===== src/rtl/core/kwat_pkg.sv =====
// ----------------------------------------------------------------------------
// kwat_pkg: shared types for the keyed area-weighted average table
// Holds the command codes, the packet that walks the cell chain and the
// control state encoding of the top level.
// ----------------------------------------------------------------------------
package kwat_pkg;

    // Command codes carried in the input tuser field.
    typedef enum logic [1:0] {
        CMD_ADD   = 2'd0,
        CMD_QUERY = 2'd1,
        CMD_CLEAR = 2'd2
    } cmd_t;

    // Packet handed from cell to cell. For an add the sums fields carry the
    // scrap area and both products; after a query hit they carry the entry's sums.
    typedef struct packed {
        logic        vld;
        cmd_t        cmd;
        logic [63:0] key;
        logic        done;
        logic        found;
        logic [39:0] area;
        logic [63:0] wc;
        logic [63:0] ws;
    } pkt_t;

    // Top-level control states.
    typedef enum logic [1:0] {
        ST_IDLE,
        ST_RUN,
        ST_DIV,
        ST_HOLD
    } state_t;

    localparam logic signed [23:0] OUT_MAX = 24'sh7FFFFF;
    localparam logic signed [23:0] OUT_MIN = 24'sh800000;

endpackage


===== src/rtl/core/kwat_div.sv =====
// ----------------------------------------------------------------------------
// kwat_div: dual restoring divider
// Divides both weighted sums by the area sum one quotient bit per cycle,
// truncating toward zero and saturating to the signed 24-bit range.
// ----------------------------------------------------------------------------
module kwat_div
(
    input  logic        clk,
    input  logic        rst_n,
    input  logic        start,
    input  logic [63:0] dvd_c,
    input  logic [63:0] dvd_s,
    input  logic [39:0] divisor,
    output logic        done,
    output logic [23:0] quo_c,
    output logic [23:0] quo_s
);
    import kwat_pkg::*;

    logic        busy_reg, busy_next;
    logic        done_reg, done_next;
    logic [5:0]  cnt_reg, cnt_next;
    logic [40:0] rc_reg, rc_next;
    logic [40:0] rs_reg, rs_next;
    logic [63:0] qc_reg, qc_next;
    logic [63:0] qs_reg, qs_next;
    logic [39:0] div_reg, div_next;
    logic        negc_reg, negc_next;
    logic        negs_reg, negs_next;

    logic [40:0] tc;
    logic [40:0] ts;

    // One restoring step per cycle for each lane.
    always_comb
    begin
        busy_next = busy_reg;
        done_next = 1'b0;
        cnt_next  = cnt_reg;
        rc_next   = rc_reg;
        rs_next   = rs_reg;
        qc_next   = qc_reg;
        qs_next   = qs_reg;
        div_next  = div_reg;
        negc_next = negc_reg;
        negs_next = negs_reg;
        tc        = {rc_reg[39:0], qc_reg[63]};
        ts        = {rs_reg[39:0], qs_reg[63]};
        if (start)
        begin
            busy_next = 1'b1;
            cnt_next  = '0;
            rc_next   = '0;
            rs_next   = '0;
            negc_next = dvd_c[63];
            negs_next = dvd_s[63];
            qc_next   = dvd_c[63] ? (64'd0 - dvd_c) : dvd_c;
            qs_next   = dvd_s[63] ? (64'd0 - dvd_s) : dvd_s;
            div_next  = divisor;
        end
        else if (busy_reg)
        begin
            if (tc >= {1'b0, div_reg})
            begin
                rc_next = tc - {1'b0, div_reg};
                qc_next = {qc_reg[62:0], 1'b1};
            end
            else
            begin
                rc_next = tc;
                qc_next = {qc_reg[62:0], 1'b0};
            end
            if (ts >= {1'b0, div_reg})
            begin
                rs_next = ts - {1'b0, div_reg};
                qs_next = {qs_reg[62:0], 1'b1};
            end
            else
            begin
                rs_next = ts;
                qs_next = {qs_reg[62:0], 1'b0};
            end
            cnt_next = cnt_reg + 6'd1;
            if (cnt_reg == 6'd63)
            begin
                busy_next = 1'b0;
                done_next = 1'b1;
            end
        end
    end

    always_ff @(posedge clk or negedge rst_n)
    begin
        if (!rst_n)
        begin
            busy_reg <= 1'b0;
            done_reg <= 1'b0;
            cnt_reg  <= '0;
        end
        else
        begin
            busy_reg <= busy_next;
            done_reg <= done_next;
            cnt_reg  <= cnt_next;
        end
    end

    always_ff @(posedge clk)
    begin
        rc_reg   <= rc_next;
        rs_reg   <= rs_next;
        qc_reg   <= qc_next;
        qs_reg   <= qs_next;
        div_reg  <= div_next;
        negc_reg <= negc_next;
        negs_reg <= negs_next;
    end

    // Sign restore with saturation to the output range.
    always_comb
    begin
        if (negc_reg)
        begin
            quo_c = (qc_reg > 64'd8388608) ? OUT_MIN : (24'd0 - qc_reg[23:0]);
        end
        else
        begin
            quo_c = (qc_reg > 64'd8388607) ? OUT_MAX : qc_reg[23:0];
        end
        if (negs_reg)
        begin
            quo_s = (qs_reg > 64'd8388608) ? OUT_MIN : (24'd0 - qs_reg[23:0]);
        end
        else
        begin
            quo_s = (qs_reg > 64'd8388607) ? OUT_MAX : qs_reg[23:0];
        end
    end

    assign done = done_reg;

endmodule


===== config.mk =====
export PLATFORM = sky130hd
export DESIGN_NAME = kwat_div
export DESIGN_NICKNAME = d
export VERILOG_FILES = /design/src/rtl/core/kwat_pkg.sv /design/src/rtl/core/kwat_div.sv
export SDC_FILE = /design/constraint.sdc
export NUM_CORES = 1
export LEC_CHECK = 0
export BUFFER_PORTS_ARGS = -buffer_cell sky130_fd_sc_hd__buf_2
export CAP_MARGIN = 10
export CORE_MARGIN = 4
export CORE_UTILIZATION = 35
export CTS_CLUSTER_DIAMETER = 50
export DETAILED_ROUTE_END_ITERATION = 8
export SLEW_MARGIN = 5
export SYNTH_ARGS = -nofsm -noshare
export SYNTH_HDL_FRONTEND = slang
export SYNTH_SLANG_ARGS = --single-unit

===== constraint.sdc =====
create_clock -name clk -period 5.9 [get_ports clk]
set_input_delay 1.18 -clock clk [delete_from_list [all_inputs] [get_ports clk]]
set_output_delay 1.18 -clock clk [all_outputs]
set_load 0.01 [all_outputs]

# Word level (Yosys, flattened, before mapping)
# Index checks and enable logic that the tools add are counted.
classes:
  add_sub_neg: 7
  eq_ne: 1
  muxes: 24
  reduce_logical: 1
  n_lt_le_gt_ge: 6
op_table:
  columns: ["cell", "count"]
  rows:
  - ["$mux W64", 6]
  - ["$mux W24", 6]
  - ["$gt A64 B23 Y1 const B", 2]
  - ["$gt A64 B24 Y1 const B", 2]
  - ["$sub A1 B64 Y64 const A", 2]
  - ["$ge A41 B40 Y1", 2]
  - ["$mux W40", 2]
  - ["$sub A40 B40 Y40", 2]
  - ["$sub A1 B24 Y24 const A", 2]
  - ["$mux W6", 2]
  - ["$mux W1", 8]
  - ["$add A6 B1 Y6 const B", 1]
  - ["$eq A6 B6 Y1 const B", 1]
  - ["$reduce_bool A2 Y1", 1]
totals:
  out_inout_bits: 49
  elab_cells: 49
  inputBits: 171
  reg_bits: 258

# Logic depth before layout (Yosys ltp)
# Gate-level depths: netlist of run 1.
depth:
  word_depth: 4
  mapped_depth: 15
  ltp_nobuf: 13

# Least setup slack after synthesis of run 1
# Ideal clock, no wire load.
synth_path:
  path_kind: "reg-to-output"
  from: "reg qc_reg[1]"
  to: "out quo_c[19]"
  stages_incl_launch_ff: 13
  arrival_time_ps: 3595
  slack_ps: 1125
  cell_sequence: "edfxtp_1 -> inv_1 -> ha_1 -> or3b_2 -> nor4_1 -> nand4_1 -> or3_1 -> or3_1 -> o21ai_0 -> nand2_1 -> clkinv_1 -> nand2_1 -> o311ai_0"
synth_via:
  elab_chain_len: 3
synth_lines:
  columns: ["element", "line_no", "text"]
  rows:
  - ["start, declared", "kwat_div.sv:25", "logic [63:0] qc_reg, qc_next;"]
  - ["start signal, assigned", "kwat_div.sv:112", "qc_reg <= qc_next;"]
  - ["$gt A64 B23 Y1 (tied with other cells)", "kwat_div.sv:128", "quo_c = (qc_reg > 64'd8388607) ? OUT_MAX : qc_reg[23:0];"]
  - ["$mux W24 (on tied branches)", "kwat_div.sv:128, kwat_div.sv:124", null]
  - ["$mux W24 *", "kwat_div.sv:122", "if (negc_reg)"]
  - ["end, declared", "kwat_div.sv:15", "output logic [23:0] quo_c,"]
# Mark *: on every way between the ends. The rest lies on a longest branch, timed or not.

# Worst setup path after layout of run 1
layout_path:
  from: "reg qs_reg[1]"
  to: "out quo_s[12]"
layout_via:
  elab_chain_len: 3
layout_lines:
  columns: ["element", "line_no", "text"]
  rows:
  - ["start, declared", "kwat_div.sv:26", "logic [63:0] qs_reg, qs_next;"]
  - ["start signal, assigned", "kwat_div.sv:113", "qs_reg <= qs_next;"]
  - ["$gt A64 B23 Y1 (tied with other cells)", "kwat_div.sv:136", "quo_s = (qs_reg > 64'd8388607) ? OUT_MAX : qs_reg[23:0];"]
  - ["$mux W24 (on tied branches)", "kwat_div.sv:136, kwat_div.sv:132", null]
  - ["$mux W24 *", "kwat_div.sv:130", "if (negs_reg)"]
  - ["end, declared", "kwat_div.sv:16", "output logic [23:0] quo_s"]
# Marks and branches as above.

==> out/metrics.yaml, run 1 <==
vias_per_cell: 5.51
reg2reg_to: "rc_reg[27]$_SDFFE_PP0P_"
cts_sinks: 258
rr_worst_depth: 13
r2r_setup_slack_ns: 1.87
crit_type: "reg2out"
slew_viol_final: 0
hold_buffers: 0
status: "finished clean"
synth_top_cell_by_area: "edfxtp_1"
r2r-start: "div_reg[3]$_DFFE_PP_"
cts_buffer_depth: 3
yosys.cell_count.top_type: "nor2_1"
hpwl_um: 40600
grt_antenna_before_repair: 11
initial_core_util_pct: 35.5
tns_ns: 0
ant_nets: 0
rows: 84
cap_viol_max_count: 0
hold_slack_ns: 0.469
netlist_area_sq_um: 18800
synthTopCellsByCount: "270 x nor2_1, 266 x a21oi_1, 256 x nand2_1, 170 x edfxtp_1, 153 x xor2_1"
critical_path.slowest_cell: "or3b_2"
ys_seq_elements: 258
drc: 0
firstDrtPassIters: 5
relSlewSlack_pct: 27.9
cts_buffers: 43
ios: 220
min_period_over_period_pct: 94.5
grt_pass1_wl_um: 88100
critPathRequiredTime_ns: 4.72
htree_num_levels: 2
ys_warn_count: 0
start_kind: "register"
netlist_instances: 2262
synth_flop_cell: "edfxtp_1"
drive_above_1_share_pct: 14.3
core_area_sq_um: 52900
multi_input_area_sq_um: 11100
crit_buf_inv: 2
layout_setup_ws_ns: 0.323
first_global_vias: 16398
die-width_um: 240
p_per_area_nw_per_um2: 380
ys_top_cells_by_area: "edfxtp_1 27%, dfxtp_1 8.5%, xor2_1 7.1%, a21oi_1 7.1%, ha_1 5.7%"
slowest_delay_ns: 0.48
wl_um: 55400
irDropWorstVdd_mv: 0.203
p_leak_nw: 8.99
path_max_fanout: 18
dp_slack_ns: 0.406
fmax_mhz: 179
synth.distinct_cells: 71
synth_edf_count: 170
min_period_ns: 5.58
cts_tree: "done"
syn_nets: 2520
yosysSeqAreaShare_pct: 36.8
setup_viol: 0
holdCritPathClass: "in2async"
cp_data_arrival_time_ns: 4.40
gr-total-overflow: 0
worst_setup_path_end_kind: "output pin"
finalNetCount: 2682
port_buffers: 219
async_flop_share_pct: 3.10
first_iter_violations: 1160
worstPathCellList: "inv_1 -> ha_1 -> or3b_2 -> or3_1 -> nor3_2 -> nand4_1 -> or3_1 -> o21ai_2 -> nand2_2 -> o41ai_1 -> nand2_1 -> o311ai_0 -> buf_2"
seqCellArea_sq_um: 6910
skew_ns: 0.0241
yosysTopAreaCellShare_pct: 27.2
dpl_cell_area_sq_um: 20500
fillerInstances: 5376
tightest_slew_ns: 1.07
gp_congestion: 0.930
die-area_sq_um: 57400
clk_latency_ns: 0.55
avgSynthCellArea_sq_um: 8.30
routed-via-count: 17369
path_delay_family: "simple AND/OR/NAND/NOR gates"
hold_viol: 0
die_h_um: 240
syn_to_final_growth_pct: 17.0
grt_usage_pct: 18.7
design_area_sq_um: 22000
cpMostUsedCell: "or3_1"
clockRootBuffer: "clkbuf_16"
wl_per_cell_um: 17.6
grt_start_max_net_pins: 185
rsz0062_at_grt: "no"
cts.clk_slew.worst_paths_ns: 0.05
-- layout by cell type, fill, tap and decap left out, types with 20 or more instances in the layout --
cell type and n:
a311oi_1 24, inv_1 88, ha_1 85, nor3_1 38, buf_2 218, nor2_1 268, o31ai_1 44, nand2_1 255
clkbuf_16 47, a21oi_1 266, a31oi_1 20, or3_1 43, edfxtp_1 170, a211oi_1 35, xnor2_1 42, nand3_1 36
nor4_1 34, xor2_1 153, o41ai_1 23, a21o_1 40, dfxtp_1 80, o21ai_0 112, nand4_1 31
-- through the flow --
step	std cells	power, W	utilization, %
after floorplan	2262	0.00501	-
after detailed placement	3064	0.00585	38.7
after CTS	3143	0.00840	41.4
after global routing	3147	0.00894	41.5
final	3151	0.00834	41.6
after global placement	3064	0.00580	38.7
-- worst register-to-register path, stage by stage (launching register included) --
cell and delay [ns]:
edfxtp_1 0.32, inv_1 0.07, ha_1 0.37, nand3_1 0.17
o21bai_1 0.22, a21oi_1 0.21, nor2_1 0.13, o31ai_1 0.28
buf_4 0.19, a21oi_1 0.15, o31ai_4 0.26, inv_1 0.45
or4b_2 0.84, a311oi_1 0.30
-- how the worst max path moves through the flow --
stage	start	endpoint	slack, ns	cells past startpoint
2_1_floorplan	qc_reg[1]$_DFFE_PP_	quo_c[19]	1.12	12
3_3_place_gp	qs_reg[1]$_DFFE_PP_	quo_s[3]	0.52	12
3_5_place_dp	qs_reg[1]$_DFFE_PP_	quo_s[3]	0.41	12
4_1_cts	qc_reg[10]$_DFFE_PP_	quo_c[21]	0.02	11
5_1_grt	qs_reg[0]$_DFFE_PP_	quo_s[12]	0.03	13
6_report	qs_reg[1]$_DFFE_PP_	quo_s[12]	0.32	13
-- power by group --
part,total (W),switching (W),internal (W)
registers,0.00264,0.000314,0.00233
clock network,0.00247,0.000904,0.00157
logic,0.00323,0.00193,0.00130
total,0.00834,0.00315,0.00519
-- repair_timing --
action,CTS,global route
setup endpoints to repair,11,33
setup buffers,0,3
gates resized for setup,3,5
-- kinds of logic (layout without fill, tap and decap cells) --
| logic type | after synthesis | in the layout | synth area share [%] |
|---|---|---|---|
| fa+ha+maj | 87 | 87 | 5.88 |
| buf+inv | 212 | 408 | 4.24 |
| other cells | 0 | 5 | 0 |
| simple gates | 807 | 807 | 19.9 |
| compound gates | 677 | 677 | 22.7 |
| xor+xnor | 195 | 195 | 9.10 |
| mux | 26 | 26 | 1.44 |
| flops | 258 | 258 | 36.8 |
-- area by class of cell --
cell class / instances / share of cell area, %
clock buffer: 59 / 5.65
antenna: 5 / 0.0570
timing repair buffer: 237 / 5.76
multi-input combinational: 1792 / 50.7
clock inverter: 20 / 0.826
inverter: 92 / 1.60
tap: 688 / 3.92
sequential: 258 / 31.5
-- routing by layer --
layer	global-route usage, %	share of wire (%)
met1	25.8	46
met2	29.7	45
met3	4.11	6.0
met4	4.91	2.1
met5	0	0.16
(Power assumes the default switching activity.)
==> run 2, diff against run 1 <==
--- a/config.mk
+++ b/config.mk
@@ -11,6 +11,7 @@
 export CORE_UTILIZATION = 35
 export CTS_CLUSTER_DIAMETER = 50
 export DETAILED_ROUTE_END_ITERATION = 8
+export RECOVER_POWER = 100
 export SLEW_MARGIN = 5
 export SYNTH_ARGS = -nofsm -noshare
 export SYNTH_HDL_FRONTEND = slang
==> run 2 against run 1 <==
  * The run now ends with max-capacitance violations, max-slew violations left
  * Highest routed layer unchanged
  * Largest power group unchanged
  * Via count rose by 0.14%
  * Largest cell class unchanged
  * First-iteration DRC count increased by 1.0%
  * Count of clock-buffer cells in the layout did not move
==> out/metrics.yaml, run 2 (synthesis gave the netlist of run 1 again) <==
rows: 84  # unchanged
tightest_slew_ns: 4.07  # +3.00 ns
ant_nets: 0  # unchanged
tns_ns: 0  # unchanged
reg2reg_to: "rc_reg[38]$_SDFFE_PP0P_"
final_cell_mix: "269 x nor2_1, 266 x a21oi_1, 255 x nand2_1, 170 x edfxtp_1, 169 x buf_2"
layout_commonest_cell: "nor2_1"
design_area_sq_um: 21900  # -0.46%
clockRootBuffer: "clkbuf_16"
critical_path.slowest_cell: "or3b_2"
min_period_ns: 5.56  # -0.0165 ns
dpl_cell_area_sq_um: 20500  # unchanged
grt_antenna_before_repair: 11  # unchanged
port_buffers: 219  # unchanged
violations: "max-capacitance violations, max-slew violations"
ios: 220  # unchanged
hold_buffers: 0  # unchanged
first_global_vias: 16398  # unchanged
grt_start_max_net_pins: 185  # unchanged
setup_viol: 0  # unchanged
start_kind: "register"
fmax_mhz: 180  # +0.30%
crit_path_start: "qs_reg[1]$_DFFE_PP_"
seqCellArea_sq_um: 6910  # unchanged
grt_usage_pct: 18.7  # unchanged
skew_ns: 0.0252  # +0.00110 ns
drc: 0  # unchanged
status: "complete, but fails checks"
cap_viol_max_count: 7  # +7
wl_um: 55300  # -0.19%
r2r_setup_slack_ns: 0.61  # -1.26 ns
firstDrtPassIters: 5  # unchanged
die_h_um: 240  # unchanged
multi_input_area_sq_um: 11100  # -0.13%
routed-via-count: 17394  # +0.14%
r2r-start: "div_reg[3]$_DFFE_PP_"
irDropWorstVdd_mv: 0.203  # +0.12%
drive_above_1_share_pct: 12.0  # -2.3 points
htree_num_levels: 2  # unchanged
slowest_delay_ns: 0.48  # about the same
hold_viol: 0  # unchanged
cts_buffers: 43  # unchanged
slew_viol_final: 406  # +406
hpwl_um: 40600  # unchanged
finalNetCount: 2682  # unchanged
cpMostUsedCell: "or3_1"
path_max_fanout: 18  # unchanged
gr-total-overflow: 0  # unchanged
p_leak_nw: 8.84  # -1.7%
min_period_over_period_pct: 94.2  # -0.28 points
vias_per_cell: 5.52  # +0.14%
die-area_sq_um: 57400  # unchanged
hold_slack_ns: 0.482  # +0.0136 ns
holdCritPathClass: "reg2reg"
syn_to_final_growth_pct: 16.4
worst_setup_path_end_kind: "output pin"
critPathRequiredTime_ns: 4.72  # about the same
critPathCapture: "quo_s[12]"
cts.clk_slew.worst_paths_ns: 0.05  # about the same
wl_per_cell_um: 17.6  # -0.19%
cp_data_arrival_time_ns: 4.38  # -0.02 ns
clk_latency_ns: 0.55  # about the same
worstPathCellList: "inv_1 -> ha_1 -> or3b_2 -> or3_1 -> nor3_2 -> nand4_1 -> or3_1 -> o21ai_2 -> nand2_2 -> o41ai_1 -> nand2_1 -> o311ai_0 -> buf_2"
core_area_sq_um: 52900  # unchanged
rr_worst_depth: 13  # unchanged
first_iter_violations: 1172  # +1.0%
p_per_area_nw_per_um2: 381  # +0.43%
relSlewSlack_pct: -171  # -200 points
gp_congestion: 0.930  # unchanged
grt_pass1_wl_um: 88100  # unchanged
initial_core_util_pct: 35.5  # unchanged
rsz0062_at_grt: "no"
cts_sinks: 258  # unchanged
crit_type: "reg2out"
fillerInstances: 5409  # +0.61%
cts_buffer_depth: 3  # unchanged
die-width_um: 240  # unchanged
cts_tree: "done"
-- run 2: cell count changes in the layout (fill, tap and decap cells not counted), moves of 2 or more --
| cell | previous run | this run |
|---|---|---|
| clkbuf_1 | 10 | 64 |
| buf_2 | 218 | 169 |
| buf_4 | 16 | 8 |
| clkbuf_2 | 0 | 2 |
-- run 2: layer usage --
| metal | part of all wire [%] | wire (um) | vias to the layer above | track usage, % |
|---|---|---|---|---|
| li1 | - | - | 8648 | - |
| met4 | 2.3 | 1300 | 12 | 4.91 |
| met2 | 45 | 25100 | 472 | 29.7 |
| met5 | 0.16 | 87 | - | 0 |
| met3 | 6.1 | 3380 | 99 | 4.11 |
| met1 | 46 | 25500 | 8163 | 25.8 |
-- run 2: per-stage QoR --
step | std cells | utilization, % | total power, W | setup slack (ns)
2_1_floorplan | 2262 | - | 0.00501 | 1.12
3_3_place_gp | 3064 | 38.7 | 0.00580 | 0.522
3_5_place_dp | 3064 | 38.7 | 0.00585 | 0.406
4_1_cts | 3143 | 41.4 | 0.00840 | 0.0163
5_1_grt | 3147 | 41.3 | 0.00893 | 0.0206
6_report | 3151 | 41.4 | 0.00834 | 0.340
-- run 2: cell type report --
cell class	count	share of cell area (%)
diodes	5	0.0572
clock buffers	59	5.68
clock inverters	20	0.830
inverters	92	1.60
multi-input cells	1792	50.9
flip-flops and latches	258	31.6
well taps	688	3.94
repair buffers	237	5.40
-- run 2: worst min path at each step --
stage	start	endpoint	slack (ns)	cells after the start
after floorplan	rs_reg[2]$_SDFFE_PP0P_	rs_reg[2]$_SDFFE_PP0P_	0.45	2
after global placement	rc_reg[39]$_SDFFE_PP0P_	rc_reg[39]$_SDFFE_PP0P_	0.47	2
after detailed placement	rc_reg[6]$_SDFFE_PP0P_	rc_reg[6]$_SDFFE_PP0P_	0.48	2
after CTS	rst_n	done$_DFF_PN0_	0.43	1
after global routing	rc_reg[21]$_SDFFE_PP0P_	rc_reg[21]$_SDFFE_PP0P_	0.51	2
final	rc_reg[6]$_SDFFE_PP0P_	rc_reg[6]$_SDFFE_PP0P_	0.48	2
-- run 2: timing repair --
action | 4_1_cts | 5_1_grt
endpoints found under the setup margin | 11 | 33
setup buffers | 0 | 3
hold endpoints to repair | 0 | 0
resized for setup | 3 | 5
pin swaps | 0 | 0
-- run 2: power by group --
part	internal, W	total, W	switching [W]
Combinational	0.00130	0.00323	0.00193
Clock	0.00157	0.00247	0.000904
Sequential	0.00233	0.00264	0.000314
Total	0.00519	0.00834	0.00315
-- run 2: worst max-delay path, delay by kind of cell (launching register included) --
kind	cells	cell delay [ns]
flip-flops	1	0.42
buffers and inverters	2	0.27
AO/OA/AOI/OAI	3	0.84
adder cells (fa/ha/maj)	1	0.17
AND/OR/NAND/NOR	7	2.13
